--- src/sv/tkls_pkg.sv ---
// Package for the top-k largest selector.
// Shared constants, mode codes and the result struct. No dependencies.
`default_nettype none
package tkls_pkg;

    localparam int K_MAX_DEF       = 16;
    localparam int WEIGHT_BITS_DEF = 32;
    localparam int ID_BITS         = 32;
    localparam int OUT_W_BITS      = 32;
    localparam int FILL_BITS       = 5;
    localparam int KEEP_BITS       = 5;
    localparam logic [KEEP_BITS-1:0] KEEP_RESET = 5'd16;

    typedef enum logic [1:0] {
        MODE_OFFER = 2'd0,
        MODE_DRAIN = 2'd1,
        MODE_CLEAR = 2'd2,
        MODE_NONE  = 2'd3
    } t_mode;

    typedef struct packed {
        logic                  valid;
        logic [ID_BITS-1:0]    id;
        logic [OUT_W_BITS-1:0] weight;
        logic                  accepted;
        logic                  evicted;
        logic [FILL_BITS-1:0]  fill;
        logic                  last;
        logic                  no_entry;
    } t_result;

endpackage
`default_nettype wire

--- src/sv/top_k_largest_selector_unit.sv ---
// Top-k largest selector: configuration register, store RAM, sequencer
// and output register. Depends on tkls_pkg, tkls_ram, tkls_ctrl.
//
// Usage: items arrive on the slave stream (tuser = mode, tdata = id and
// weight). Offer (mode 0) gives one result beat: accepted/evicted flags and,
// on eviction, the displaced entry. Drain (mode 1) gives one beat per held
// entry, heaviest first, tlast on the final one, or a single no-entry beat
// when empty. Clear (mode 2) and mode 3 give no beat.
// One item is worked at a time; o_s_tready is high only when idle.
// An offer into an empty store is written at once; otherwise the lightest
// entry is read and compared, lighter entries are moved back one slot at a
// time over the single RAM read/write port pair, and the new entry is
// written last. A full store rejects an offer that is not heavier.
// Drain reads the held entries in order; clear only empties the store.
// Results pass through an output register; a stalled receiver holds the
// beat, and the sequencer waits at its next result beat until it is taken.
// Reset (synchronous, active low) empties the store and sets keep_count
// to 16; RAM contents are left as they are and never read unwritten.
// Write keep_count only while idle, after a clear.
`default_nettype none
module top_k_largest_selector_unit #(
    parameter int K_MAX       = tkls_pkg::K_MAX_DEF,
    parameter int WEIGHT_BITS = tkls_pkg::WEIGHT_BITS_DEF
) (
    input  wire logic        i_clk,
    input  wire logic        i_rst_n,
    input  wire logic        i_cfg_we,
    input  wire logic [4:0]  i_cfg_wdata,    // keep_count
    input  wire logic        i_s_tvalid,
    output logic             o_s_tready,
    input  wire logic [63:0] i_s_tdata,      // entry_id, entry_weight
    input  wire logic [1:0]  i_s_tuser,      // mode
    output logic             o_m_tvalid,
    input  wire logic        i_m_tready,
    output logic [71:0]      o_m_tdata,      // out_id, out_weight, fill_level, pad
    output logic [2:0]       o_m_tuser,      // accepted, evicted, no_entry
    output logic             o_m_tlast       // is_last
);
    localparam int AW = (K_MAX > 1) ? $clog2(K_MAX) : 1;
    localparam int CW = $clog2(K_MAX+1);
    localparam int DW = tkls_pkg::ID_BITS + WEIGHT_BITS;

    logic [tkls_pkg::KEEP_BITS-1:0] r_keep;
    logic [CW-1:0]                  k_eff;
    logic                           out_free;
    tkls_pkg::t_result              res;
    tkls_pkg::t_result              r_out;
    logic                           re, we;
    logic [AW-1:0]                  ra, wa;
    logic [DW-1:0]                  wd, rd;

    always_ff @(posedge i_clk) begin
        if (!i_rst_n) begin
            r_keep <= tkls_pkg::KEEP_RESET;
        end else if (i_cfg_we) begin
            r_keep <= i_cfg_wdata;
        end
    end

    always_comb begin
        if (r_keep == '0) begin
            k_eff = CW'(1);
        end else if (int'(r_keep) > K_MAX) begin
            k_eff = CW'(K_MAX);
        end else begin
            k_eff = CW'(r_keep);
        end
    end

    assign out_free = !r_out.valid || i_m_tready;

    tkls_ram #(.WIDTH(DW), .DEPTH(K_MAX)) u_ram (
        .i_clk (i_clk),
        .i_we  (we),
        .i_wa  (wa),
        .i_wd  (wd),
        .i_re  (re),
        .i_ra  (ra),
        .o_rd  (rd)
    );

    tkls_ctrl #(.K_MAX(K_MAX), .WEIGHT_BITS(WEIGHT_BITS)) u_ctrl (
        .i_clk      (i_clk),
        .i_rst_n    (i_rst_n),
        .i_in_valid (i_s_tvalid),
        .o_in_ready (o_s_tready),
        .i_mode     (i_s_tuser),
        .i_id       (i_s_tdata[31:0]),
        .i_w        (WEIGHT_BITS'(i_s_tdata[63:32])),
        .i_k        (k_eff),
        .i_out_free (out_free),
        .o_res      (res),
        .o_re       (re),
        .o_ra       (ra),
        .o_we       (we),
        .o_wa       (wa),
        .o_wd       (wd),
        .i_rd       (rd)
    );

    always_ff @(posedge i_clk) begin
        if (!i_rst_n) begin
            r_out.valid <= 1'b0;
        end else if (out_free) begin
            r_out.valid <= res.valid;
        end
        if (out_free && res.valid) begin
            r_out.id       <= res.id;
            r_out.weight   <= res.weight;
            r_out.accepted <= res.accepted;
            r_out.evicted  <= res.evicted;
            r_out.fill     <= res.fill;
            r_out.last     <= res.last;
            r_out.no_entry <= res.no_entry;
        end
    end

    assign o_m_tvalid = r_out.valid;
    assign o_m_tdata  = {3'b000, r_out.fill, r_out.weight, r_out.id};
    assign o_m_tuser  = {r_out.no_entry, r_out.evicted, r_out.accepted};
    assign o_m_tlast  = r_out.last;
endmodule
`default_nettype wire

--- src/sv/tkls_ram.sv ---
// Generic single-write, single-read RAM with registered read data.
// No dependencies.
`default_nettype none
module tkls_ram #(
    parameter int WIDTH = 64,
    parameter int DEPTH = 16,
    localparam int AW = (DEPTH > 1) ? $clog2(DEPTH) : 1
) (
    input  wire logic                             i_clk,
    input  wire logic                             i_we,
    input  wire logic [AW-1:0]                    i_wa,
    input  wire logic [WIDTH-1:0]                 i_wd,
    input  wire logic                             i_re,
    input  wire logic [AW-1:0]                    i_ra,
    output logic      [WIDTH-1:0]                 o_rd
);
    logic [WIDTH-1:0] r_mem [DEPTH];
    logic [WIDTH-1:0] r_rd;

    always_ff @(posedge i_clk) begin
        if (i_we) begin
            r_mem[i_wa] <= i_wd;
        end
        if (i_re) begin
            r_rd <= r_mem[i_ra];
        end
    end

    assign o_rd = r_rd;
endmodule
`default_nettype wire

--- src/sv/tkls_ctrl.sv ---
// Sequencer for the sorted store: offer insertion by read-shift-write,
// drain read-out and clear. Depends on tkls_pkg; drives tkls_ram ports.
`default_nettype none
module tkls_ctrl #(
    parameter int K_MAX       = tkls_pkg::K_MAX_DEF,
    parameter int WEIGHT_BITS = tkls_pkg::WEIGHT_BITS_DEF,
    localparam int AW = (K_MAX > 1) ? $clog2(K_MAX) : 1,
    localparam int CW = $clog2(K_MAX+1),
    localparam int DW = tkls_pkg::ID_BITS + WEIGHT_BITS
) (
    input  wire logic                         i_clk,
    input  wire logic                         i_rst_n,
    input  wire logic                         i_in_valid,
    output logic                              o_in_ready,
    input  wire logic [1:0]                   i_mode,
    input  wire logic [tkls_pkg::ID_BITS-1:0] i_id,
    input  wire logic [WEIGHT_BITS-1:0]       i_w,
    input  wire logic [CW-1:0]                i_k,
    input  wire logic                         i_out_free,
    output tkls_pkg::t_result                 o_res,
    output logic                              o_re,
    output logic [AW-1:0]                     o_ra,
    output logic                              o_we,
    output logic [AW-1:0]                     o_wa,
    output logic [DW-1:0]                     o_wd,
    input  wire logic [DW-1:0]                i_rd
);
    typedef enum logic [2:0] {
        S_IDLE, S_FIRST, S_SHIFT, S_PUT, S_DRN, S_EMIT
    } t_state;

    t_state                          r_state, n_state;
    logic [CW-1:0]                   r_held, n_held;
    logic [AW-1:0]                   r_dst, n_dst;
    logic [AW-1:0]                   r_idx, n_idx;
    logic [tkls_pkg::ID_BITS-1:0]    r_id, n_id;
    logic [WEIGHT_BITS-1:0]          r_w, n_w;
    logic [tkls_pkg::ID_BITS-1:0]    r_eid, n_eid;
    logic [WEIGHT_BITS-1:0]          r_ew, n_ew;
    logic                            r_acc, n_acc;
    logic                            r_ev, n_ev;
    logic                            r_none, n_none;
    logic                            r_grow, n_grow;

    logic [tkls_pkg::ID_BITS-1:0]    rd_id;
    logic [WEIGHT_BITS-1:0]          rd_w;
    logic [AW-1:0]                   cur_dst;
    logic                            accept;
    logic                            drn_last;

    assign rd_id      = i_rd[tkls_pkg::ID_BITS-1:0];
    assign rd_w       = i_rd[DW-1:tkls_pkg::ID_BITS];
    assign o_in_ready = (r_state == S_IDLE);
    assign accept     = i_in_valid && o_in_ready;
    assign cur_dst    = (r_state == S_FIRST) ? AW'(r_held) : r_dst;
    assign drn_last   = (CW'(r_idx) == r_held - CW'(1));

    always_comb begin
        n_state = r_state;
        n_held  = r_held;
        n_dst   = r_dst;
        n_idx   = r_idx;
        n_id    = r_id;
        n_w     = r_w;
        n_eid   = r_eid;
        n_ew    = r_ew;
        n_acc   = r_acc;
        n_ev    = r_ev;
        n_none  = r_none;
        n_grow  = r_grow;
        o_re    = 1'b0;
        o_ra    = '0;
        o_we    = 1'b0;
        o_wa    = '0;
        o_wd    = i_rd;
        case (r_state)
            S_IDLE: begin
                if (accept) begin
                    n_id   = i_id;
                    n_w    = i_w;
                    n_eid  = '0;
                    n_ew   = '0;
                    n_acc  = 1'b0;
                    n_ev   = 1'b0;
                    n_none = 1'b0;
                    n_grow = 1'b0;
                    case (tkls_pkg::t_mode'(i_mode))
                        tkls_pkg::MODE_OFFER: begin
                            if (r_held == '0) begin
                                o_we    = 1'b1;
                                o_wa    = '0;
                                o_wd    = {i_w, i_id};
                                n_held  = CW'(1);
                                n_acc   = 1'b1;
                                n_state = S_EMIT;
                            end else begin
                                o_re    = 1'b1;
                                o_ra    = AW'(r_held - CW'(1));
                                n_state = S_FIRST;
                            end
                        end
                        tkls_pkg::MODE_DRAIN: begin
                            if (r_held == '0) begin
                                n_none  = 1'b1;
                                n_state = S_EMIT;
                            end else begin
                                o_re    = 1'b1;
                                o_ra    = '0;
                                n_idx   = '0;
                                n_state = S_DRN;
                            end
                        end
                        tkls_pkg::MODE_CLEAR: n_held = '0;
                        default: ;
                    endcase
                end
            end
            S_FIRST, S_SHIFT: begin
                if (r_state == S_FIRST && r_held >= i_k) begin
                    // store full: contend with the lightest, latest entry
                    if (r_w > rd_w) begin
                        n_acc = 1'b1;
                        n_ev  = 1'b1;
                        n_eid = rd_id;
                        n_ew  = rd_w;
                        n_dst = AW'(r_held - CW'(1));
                        if (r_held == CW'(1)) begin
                            n_state = S_PUT;
                        end else begin
                            o_re    = 1'b1;
                            o_ra    = AW'(r_held - CW'(2));
                            n_state = S_SHIFT;
                        end
                    end else begin
                        n_state = S_EMIT;
                    end
                end else begin
                    if (r_state == S_FIRST) begin
                        n_acc  = 1'b1;
                        n_grow = 1'b1;
                    end
                    if (rd_w >= r_w) begin
                        n_dst   = cur_dst;
                        n_state = S_PUT;
                    end else begin
                        // move the lighter entry one slot back; read ahead
                        o_we  = 1'b1;
                        o_wa  = cur_dst;
                        o_wd  = i_rd;
                        n_dst = cur_dst - AW'(1);
                        if (cur_dst == AW'(1)) begin
                            n_state = S_PUT;
                        end else begin
                            o_re    = 1'b1;
                            o_ra    = cur_dst - AW'(2);
                            n_state = S_SHIFT;
                        end
                    end
                end
            end
            S_PUT: begin
                o_we = 1'b1;
                o_wa = r_dst;
                o_wd = {r_w, r_id};
                if (r_grow) begin
                    n_held = r_held + CW'(1);
                end
                n_state = S_EMIT;
            end
            S_DRN: begin
                o_re = 1'b1;
                if (i_out_free) begin
                    if (drn_last) begin
                        o_re    = 1'b0;
                        n_state = S_IDLE;
                    end else begin
                        o_ra  = r_idx + AW'(1);
                        n_idx = r_idx + AW'(1);
                    end
                end else begin
                    o_ra = r_idx;
                end
            end
            S_EMIT: begin
                if (i_out_free) begin
                    n_state = S_IDLE;
                end
            end
            default: n_state = S_IDLE;
        endcase
    end

    always_comb begin
        o_res          = '0;
        o_res.fill     = tkls_pkg::FILL_BITS'(r_held);
        o_res.last     = 1'b1;
        if (r_state == S_DRN) begin
            o_res.valid  = 1'b1;
            o_res.id     = rd_id;
            o_res.weight = tkls_pkg::OUT_W_BITS'(rd_w);
            o_res.last   = drn_last;
        end else if (r_state == S_EMIT) begin
            o_res.valid    = 1'b1;
            o_res.id       = r_eid;
            o_res.weight   = tkls_pkg::OUT_W_BITS'(r_ew);
            o_res.accepted = r_acc;
            o_res.evicted  = r_ev;
            o_res.no_entry = r_none;
        end
    end

    always_ff @(posedge i_clk) begin
        if (!i_rst_n) begin
            r_state <= S_IDLE;
            r_held  <= '0;
        end else begin
            r_state <= n_state;
            r_held  <= n_held;
        end
        r_dst  <= n_dst;
        r_idx  <= n_idx;
        r_id   <= n_id;
        r_w    <= n_w;
        r_eid  <= n_eid;
        r_ew   <= n_ew;
        r_acc  <= n_acc;
        r_ev   <= n_ev;
        r_none <= n_none;
        r_grow <= n_grow;
    end

`ifndef SYNTHESIS
    a_held_bound: assert property (@(posedge i_clk) disable iff (!i_rst_n)
        int'(r_held) <= K_MAX)
        else $error("held count above store depth");
    a_no_rw_clash: assert property (@(posedge i_clk) disable iff (!i_rst_n)
        !(o_we && o_re && o_wa == o_ra))
        else $error("read and write of one entry in one cycle");
    a_empty_last: assert property (@(posedge i_clk) disable iff (!i_rst_n)
        o_res.valid && o_res.no_entry |-> o_res.last && r_held == '0)
        else $error("empty drain result malformed");
    a_evict_acc: assert property (@(posedge i_clk) disable iff (!i_rst_n)
        o_res.valid && o_res.evicted |-> o_res.accepted && r_state == S_EMIT)
        else $error("eviction without acceptance");
`endif
endmodule
`default_nettype wire

--- config.mk ---
export PLATFORM = sky130hd
export DESIGN_NAME = top_k_largest_selector_unit
export DESIGN_NICKNAME = d
export VERILOG_FILES = /design/src/sv/tkls_pkg.sv /design/src/sv/top_k_largest_selector_unit.sv /design/src/sv/tkls_ram.sv /design/src/sv/tkls_ctrl.sv
export SDC_FILE = /design/constraint.sdc
export NUM_CORES = 2
export LEC_CHECK = 0
export ABC_CLOCK_PERIOD_IN_PS = 10500
export BUFFER_PORTS_ARGS = -buffer_cell sky130_fd_sc_hd__clkbuf_2
export CAP_MARGIN = 20
export CORE_MARGIN = 3
export CORE_UTILIZATION = 50
export DETAILED_ROUTE_END_ITERATION = 7
export PLACE_DENSITY_LB_ADDON = 0.05
export SLEW_MARGIN = 40
export SYNTH_ARGS = -nofsm -noshare
export SYNTH_HDL_FRONTEND = slang
export SYNTH_HIERARCHICAL = 1
export SYNTH_SLANG_ARGS = --single-unit
--- constraint.sdc ---
create_clock -name i_clk -period 10.5 [get_ports i_clk]
set_input_delay 1.05 -clock i_clk [delete_from_list [all_inputs] [get_ports i_clk]]
set_output_delay 1.05 -clock i_clk [all_outputs]
set_load 0.01 [all_outputs]
==> impl_metrics.tcl <==
set metrics [dict create \
    port_buffers 150 \
    drtIter0Drc 2868 \
    grtUsageTotal_pct 24.9 \
    irDropWorstVdd_mv 0.245 \
    maxSlewViolCount 0 \
    gp_congestion 0.824 \
    critPathBufInv 4 \
    overflow 0 \
    yosys_warnings 6 \
    cts_setup_buffers 0 \
    io_pins 154 \
    fp.dieH_um 328 \
    hold_path.class "input port to register" \
    place_hpwl_um 68600 \
    first_pass_iters 5 \
    crit_slowest_cell "buf_4" \
    wirelength_um 132000 \
    crit_chain "ha_1 > a21oi_1 > o21ai_0 > a221oi_1 > o211ai_1 > nand2b_2 > inv_1 > ha_1 > inv_1 > o21ai_1 > nand2_1 > nor2_4 > buf_4 > buf_4" \
    synthTopCellsByArea "edfxtp_1 75%, mux4_2 11%, a22oi_1 2.8%" \
    die-width_um 328 \
    cap_violations 0 \
    crit_fanout 32 \
    syn_inst 2671 \
    status "finished, final reports clean" \
    grt_max_degree 82 \
    period_needed_ns 5.90 \
    clk_pin_slew_ns 0.06 \
    rows 117 \
    min_period_over_period_pct 56.2 \
    initial_core_util_pct 50.6 \
    vias_per_cell 6.05 \
    arrival_ns 6.25 \
    synth.cell_area_mm2 0.0518 \
    ys_seq_area_share_pct 76.0 \
    drive_above_1_share_pct 23.5 \
    cts_tree "built" \
    ys_types 61 \
    grt_setup_unrepaired "false" \
    place_ws_ns 4.56 \
    syn_avg_cell_area_um2 19.4 \
    yosys.area.top_type "edfxtp_1" \
    cts_buffer_depth 3 \
    power.total_mw 17.9 \
    grt_pass1_wl_um 191000 \
    cts_buffers 140 \
    drc 0 \
    slew_headroom_pct 41.7 \
    nets 3013 \
    dieArea_mm2 0.107 \
    worstPathRequired_ns 10.85 \
    fmax_ghz 0.169 \
    p_leak_nw 19.1 \
    clock_sinks 1315 \
    setup_ws_ns 4.60 \
    yosysTopAreaCellShare_pct 75.5 \
    worstSetupPathType "register to register" \
    cp-start-kind "register" \
    tightestPinTransition_ns 0.874 \
    core_mm2 0.102 \
    final-hold-violation-count 0 \
    slowest_delay_ns 0.66 \
    cts_resized 0 \
    async_flop_share_pct 0 \
    setup_violations 0 \
    first_global_vias 27300 \
    powerDensity_mw_per_mm2 304 \
    area_growth_pct 13.3 \
    vias 26400 \
    antenna_found_initial 4 \
    fin_tns_setup_ns 0 \
    drtAntennaViolNets 0 \
    cts_hold_buf 0 \
    root_buffer "clkbuf_16" \
    wl_per_cell_um 30.2 \
    cts-htree-levels 4 \
    synth-edff-count 1301 \
    critPathCaptureType "register" \
    clock_latency_ns 0.74 \
    path_delay_family "compound AO/OA/AOI/OAI gates" \
    synth_ff_type "edfxtp_1" \
    finClkSkew_ns 0.0281 \
    ys_ff_latch 1315 \
]
[area by class of cell]
type | count | area (µm²)
diodes | 1 | 2.50
well taps | 1368 | 1710
repair buffers | 217 | 1450
inverters | 52 | 196
fillers | 7630 | 43700
multi-input cells | 1163 | 11800
clock buffers | 171 | 3730
flip-flops and latches | 1315 | 39400
clock inverters | 75 | 469
[synthesized netlist by cell type (all sizes together), types with 4 or more instances]
| library cell | number |
|---|---|
| edfxtp | 1301 |
| mux4 | 256 |
| nand2 | 228 |
| a22oi | 193 |
| nor2 | 102 |
| buf | 80 |
| mux2i | 73 |
| and2 | 66 |
| clkbuf | 63 |
| inv | 52 |
| ha | 48 |
| a21oi | 32 |
| o21ai | 17 |
| nand2b | 15 |
| nor3 | 15 |
| dfxtp | 14 |
| nand3 | 14 |
| nor2b | 14 |
| nand4 | 9 |
| o31ai | 8 |
| and3 | 6 |
| a21boi | 5 |
| a21o | 5 |
| a221oi | 5 |
| nand3b | 5 |
| xor2 | 5 |
| a211oi | 4 |
| o211ai | 4 |
[flip-flops by register name, indices dropped and copies added, names as in the netlist]
name            cells
o_m_tuser           3
u_ram/r_mem      1024
r_keep              5
u_ctrl/r_ew        32
u_ctrl/r_held       5
u_ctrl/r_eid       32
u_ctrl/r_id        32
u_ctrl/r_acc        1
u_ctrl/r_dst        4
u_ctrl/r_ev         1
u_ctrl/r_w         32
o_m_tdata          69
u_ram/o_rd         64
o_m_tlast           1
o_m_tvalid          1
u_ctrl/r_state      3
u_ctrl/r_idx        4
u_ctrl/r_none       1
u_ctrl/r_grow       1
[worst paths after layout]
kind | from | endpoint | slack, ns | cells after the start
worst min-delay path | i_s_tdata[11] | u_ctrl/r_id[11] | 0.51 | 1
worst max-delay path | u_ram/o_rd[53] | u_ram/r_mem[11][17] | 4.60 | 14
worst min register to register | r_keep[0] | r_keep[0] | 0.53 | 2
worst max register to register | u_ram/o_rd[53] | u_ram/r_mem[11][17] | 4.60 | 14
[cells in the final DEF (no fill, tap or decap), drive strengths merged, types with 3 or more instances in the layout]
cell	synthesis	layout
o21a	3	3
bufinv	0	4
o211ai	4	4
a21o	5	5
and2	66	66
conb	1	3
xor2	5	5
clkinv	0	66
o31ai	8	8
a211oi	4	4
a21boi	5	5
nand4	9	9
dfxtp	14	14
nor3	15	15
buf	80	67
nand2b	15	15
nor3b	3	3
and3	6	6
edfxtp	1301	1301
mux4	256	256
inv	52	57
ha	48	48
clkbuf	63	321
nand2	228	228
nand3b	5	5
a21oi	32	32
o21ai	17	17
nand3	14	14
a22oi	193	193
o31a	3	3
nor2b	14	14
mux2i	73	73
nor2	102	102
a221oi	5	5
[worst register-to-register path, cell delays in order, from the launching register on]
cell,delay [ns]
edfxtp_1,0.43
ha_1,0.34
a21oi_1,0.18
o21ai_0,0.17
a221oi_1,0.64
o211ai_1,0.24
nand2b_2,0.30
inv_1,0.12
ha_1,0.15
inv_1,0.04
o21ai_1,0.60
nand2_1,0.41
nor2_4,0.54
buf_4,0.60
buf_4,0.67
[power by group]
group          total [mW]  switching (mW)  internal (mW)
logic                5.51            3.52           1.99
clock network        4.56            1.95           2.61
registers            7.79           0.317           7.47
total                17.9            5.79           12.1
[through the flow]
| stage | area [µm²] | cells | hold WS [ns] | utilization (%) |
|---|---|---|---|---|
| 3_5_place_dp | 54400 | 4114 | 0.523 | 53.2 |
| 3_3_place_gp | 54200 | 4106 | 0.507 | 53.0 |
| 6_report | 58700 | 4362 | 0.509 | 57.3 |
| 2_1_floorplan | 51800 | 2673 | 0.474 | - |
| 4_1_cts | 58600 | 4360 | 0.460 | 57.3 |
| 5_1_grt | 58700 | 4361 | 0.480 | 57.3 |
[layer usage]
| layer | global-route usage (%) | vias to the layer above | wire length, µm |
|---|---|---|---|
| li1 | - | 11200 | - |
| met1 | 34.6 | 14000 | 54400 |
| met2 | 40.3 | 987 | 64600 |
| met3 | 5.19 | 202 | 9600 |
| met4 | 6.99 | 4 | 3100 |
| met5 | 0 | - | 31 |
[cell families (layout without fill, tap and decap cells)]
logic type      after synthesis  in the layout  share of synthesized area [%]
compound gates              289            289                           4.04
xor+xnor                      7              7                          0.145
fa+ha+maj                    48             48                           1.16
buf+inv                     195            515                           1.79
flops                      1315           1315                           76.0
mux                         330            330                           12.6
other cells                   1              4                        0.00724
simple gates                486            486                           4.29
No activity file was read; power rests on OpenSTA's default activity.
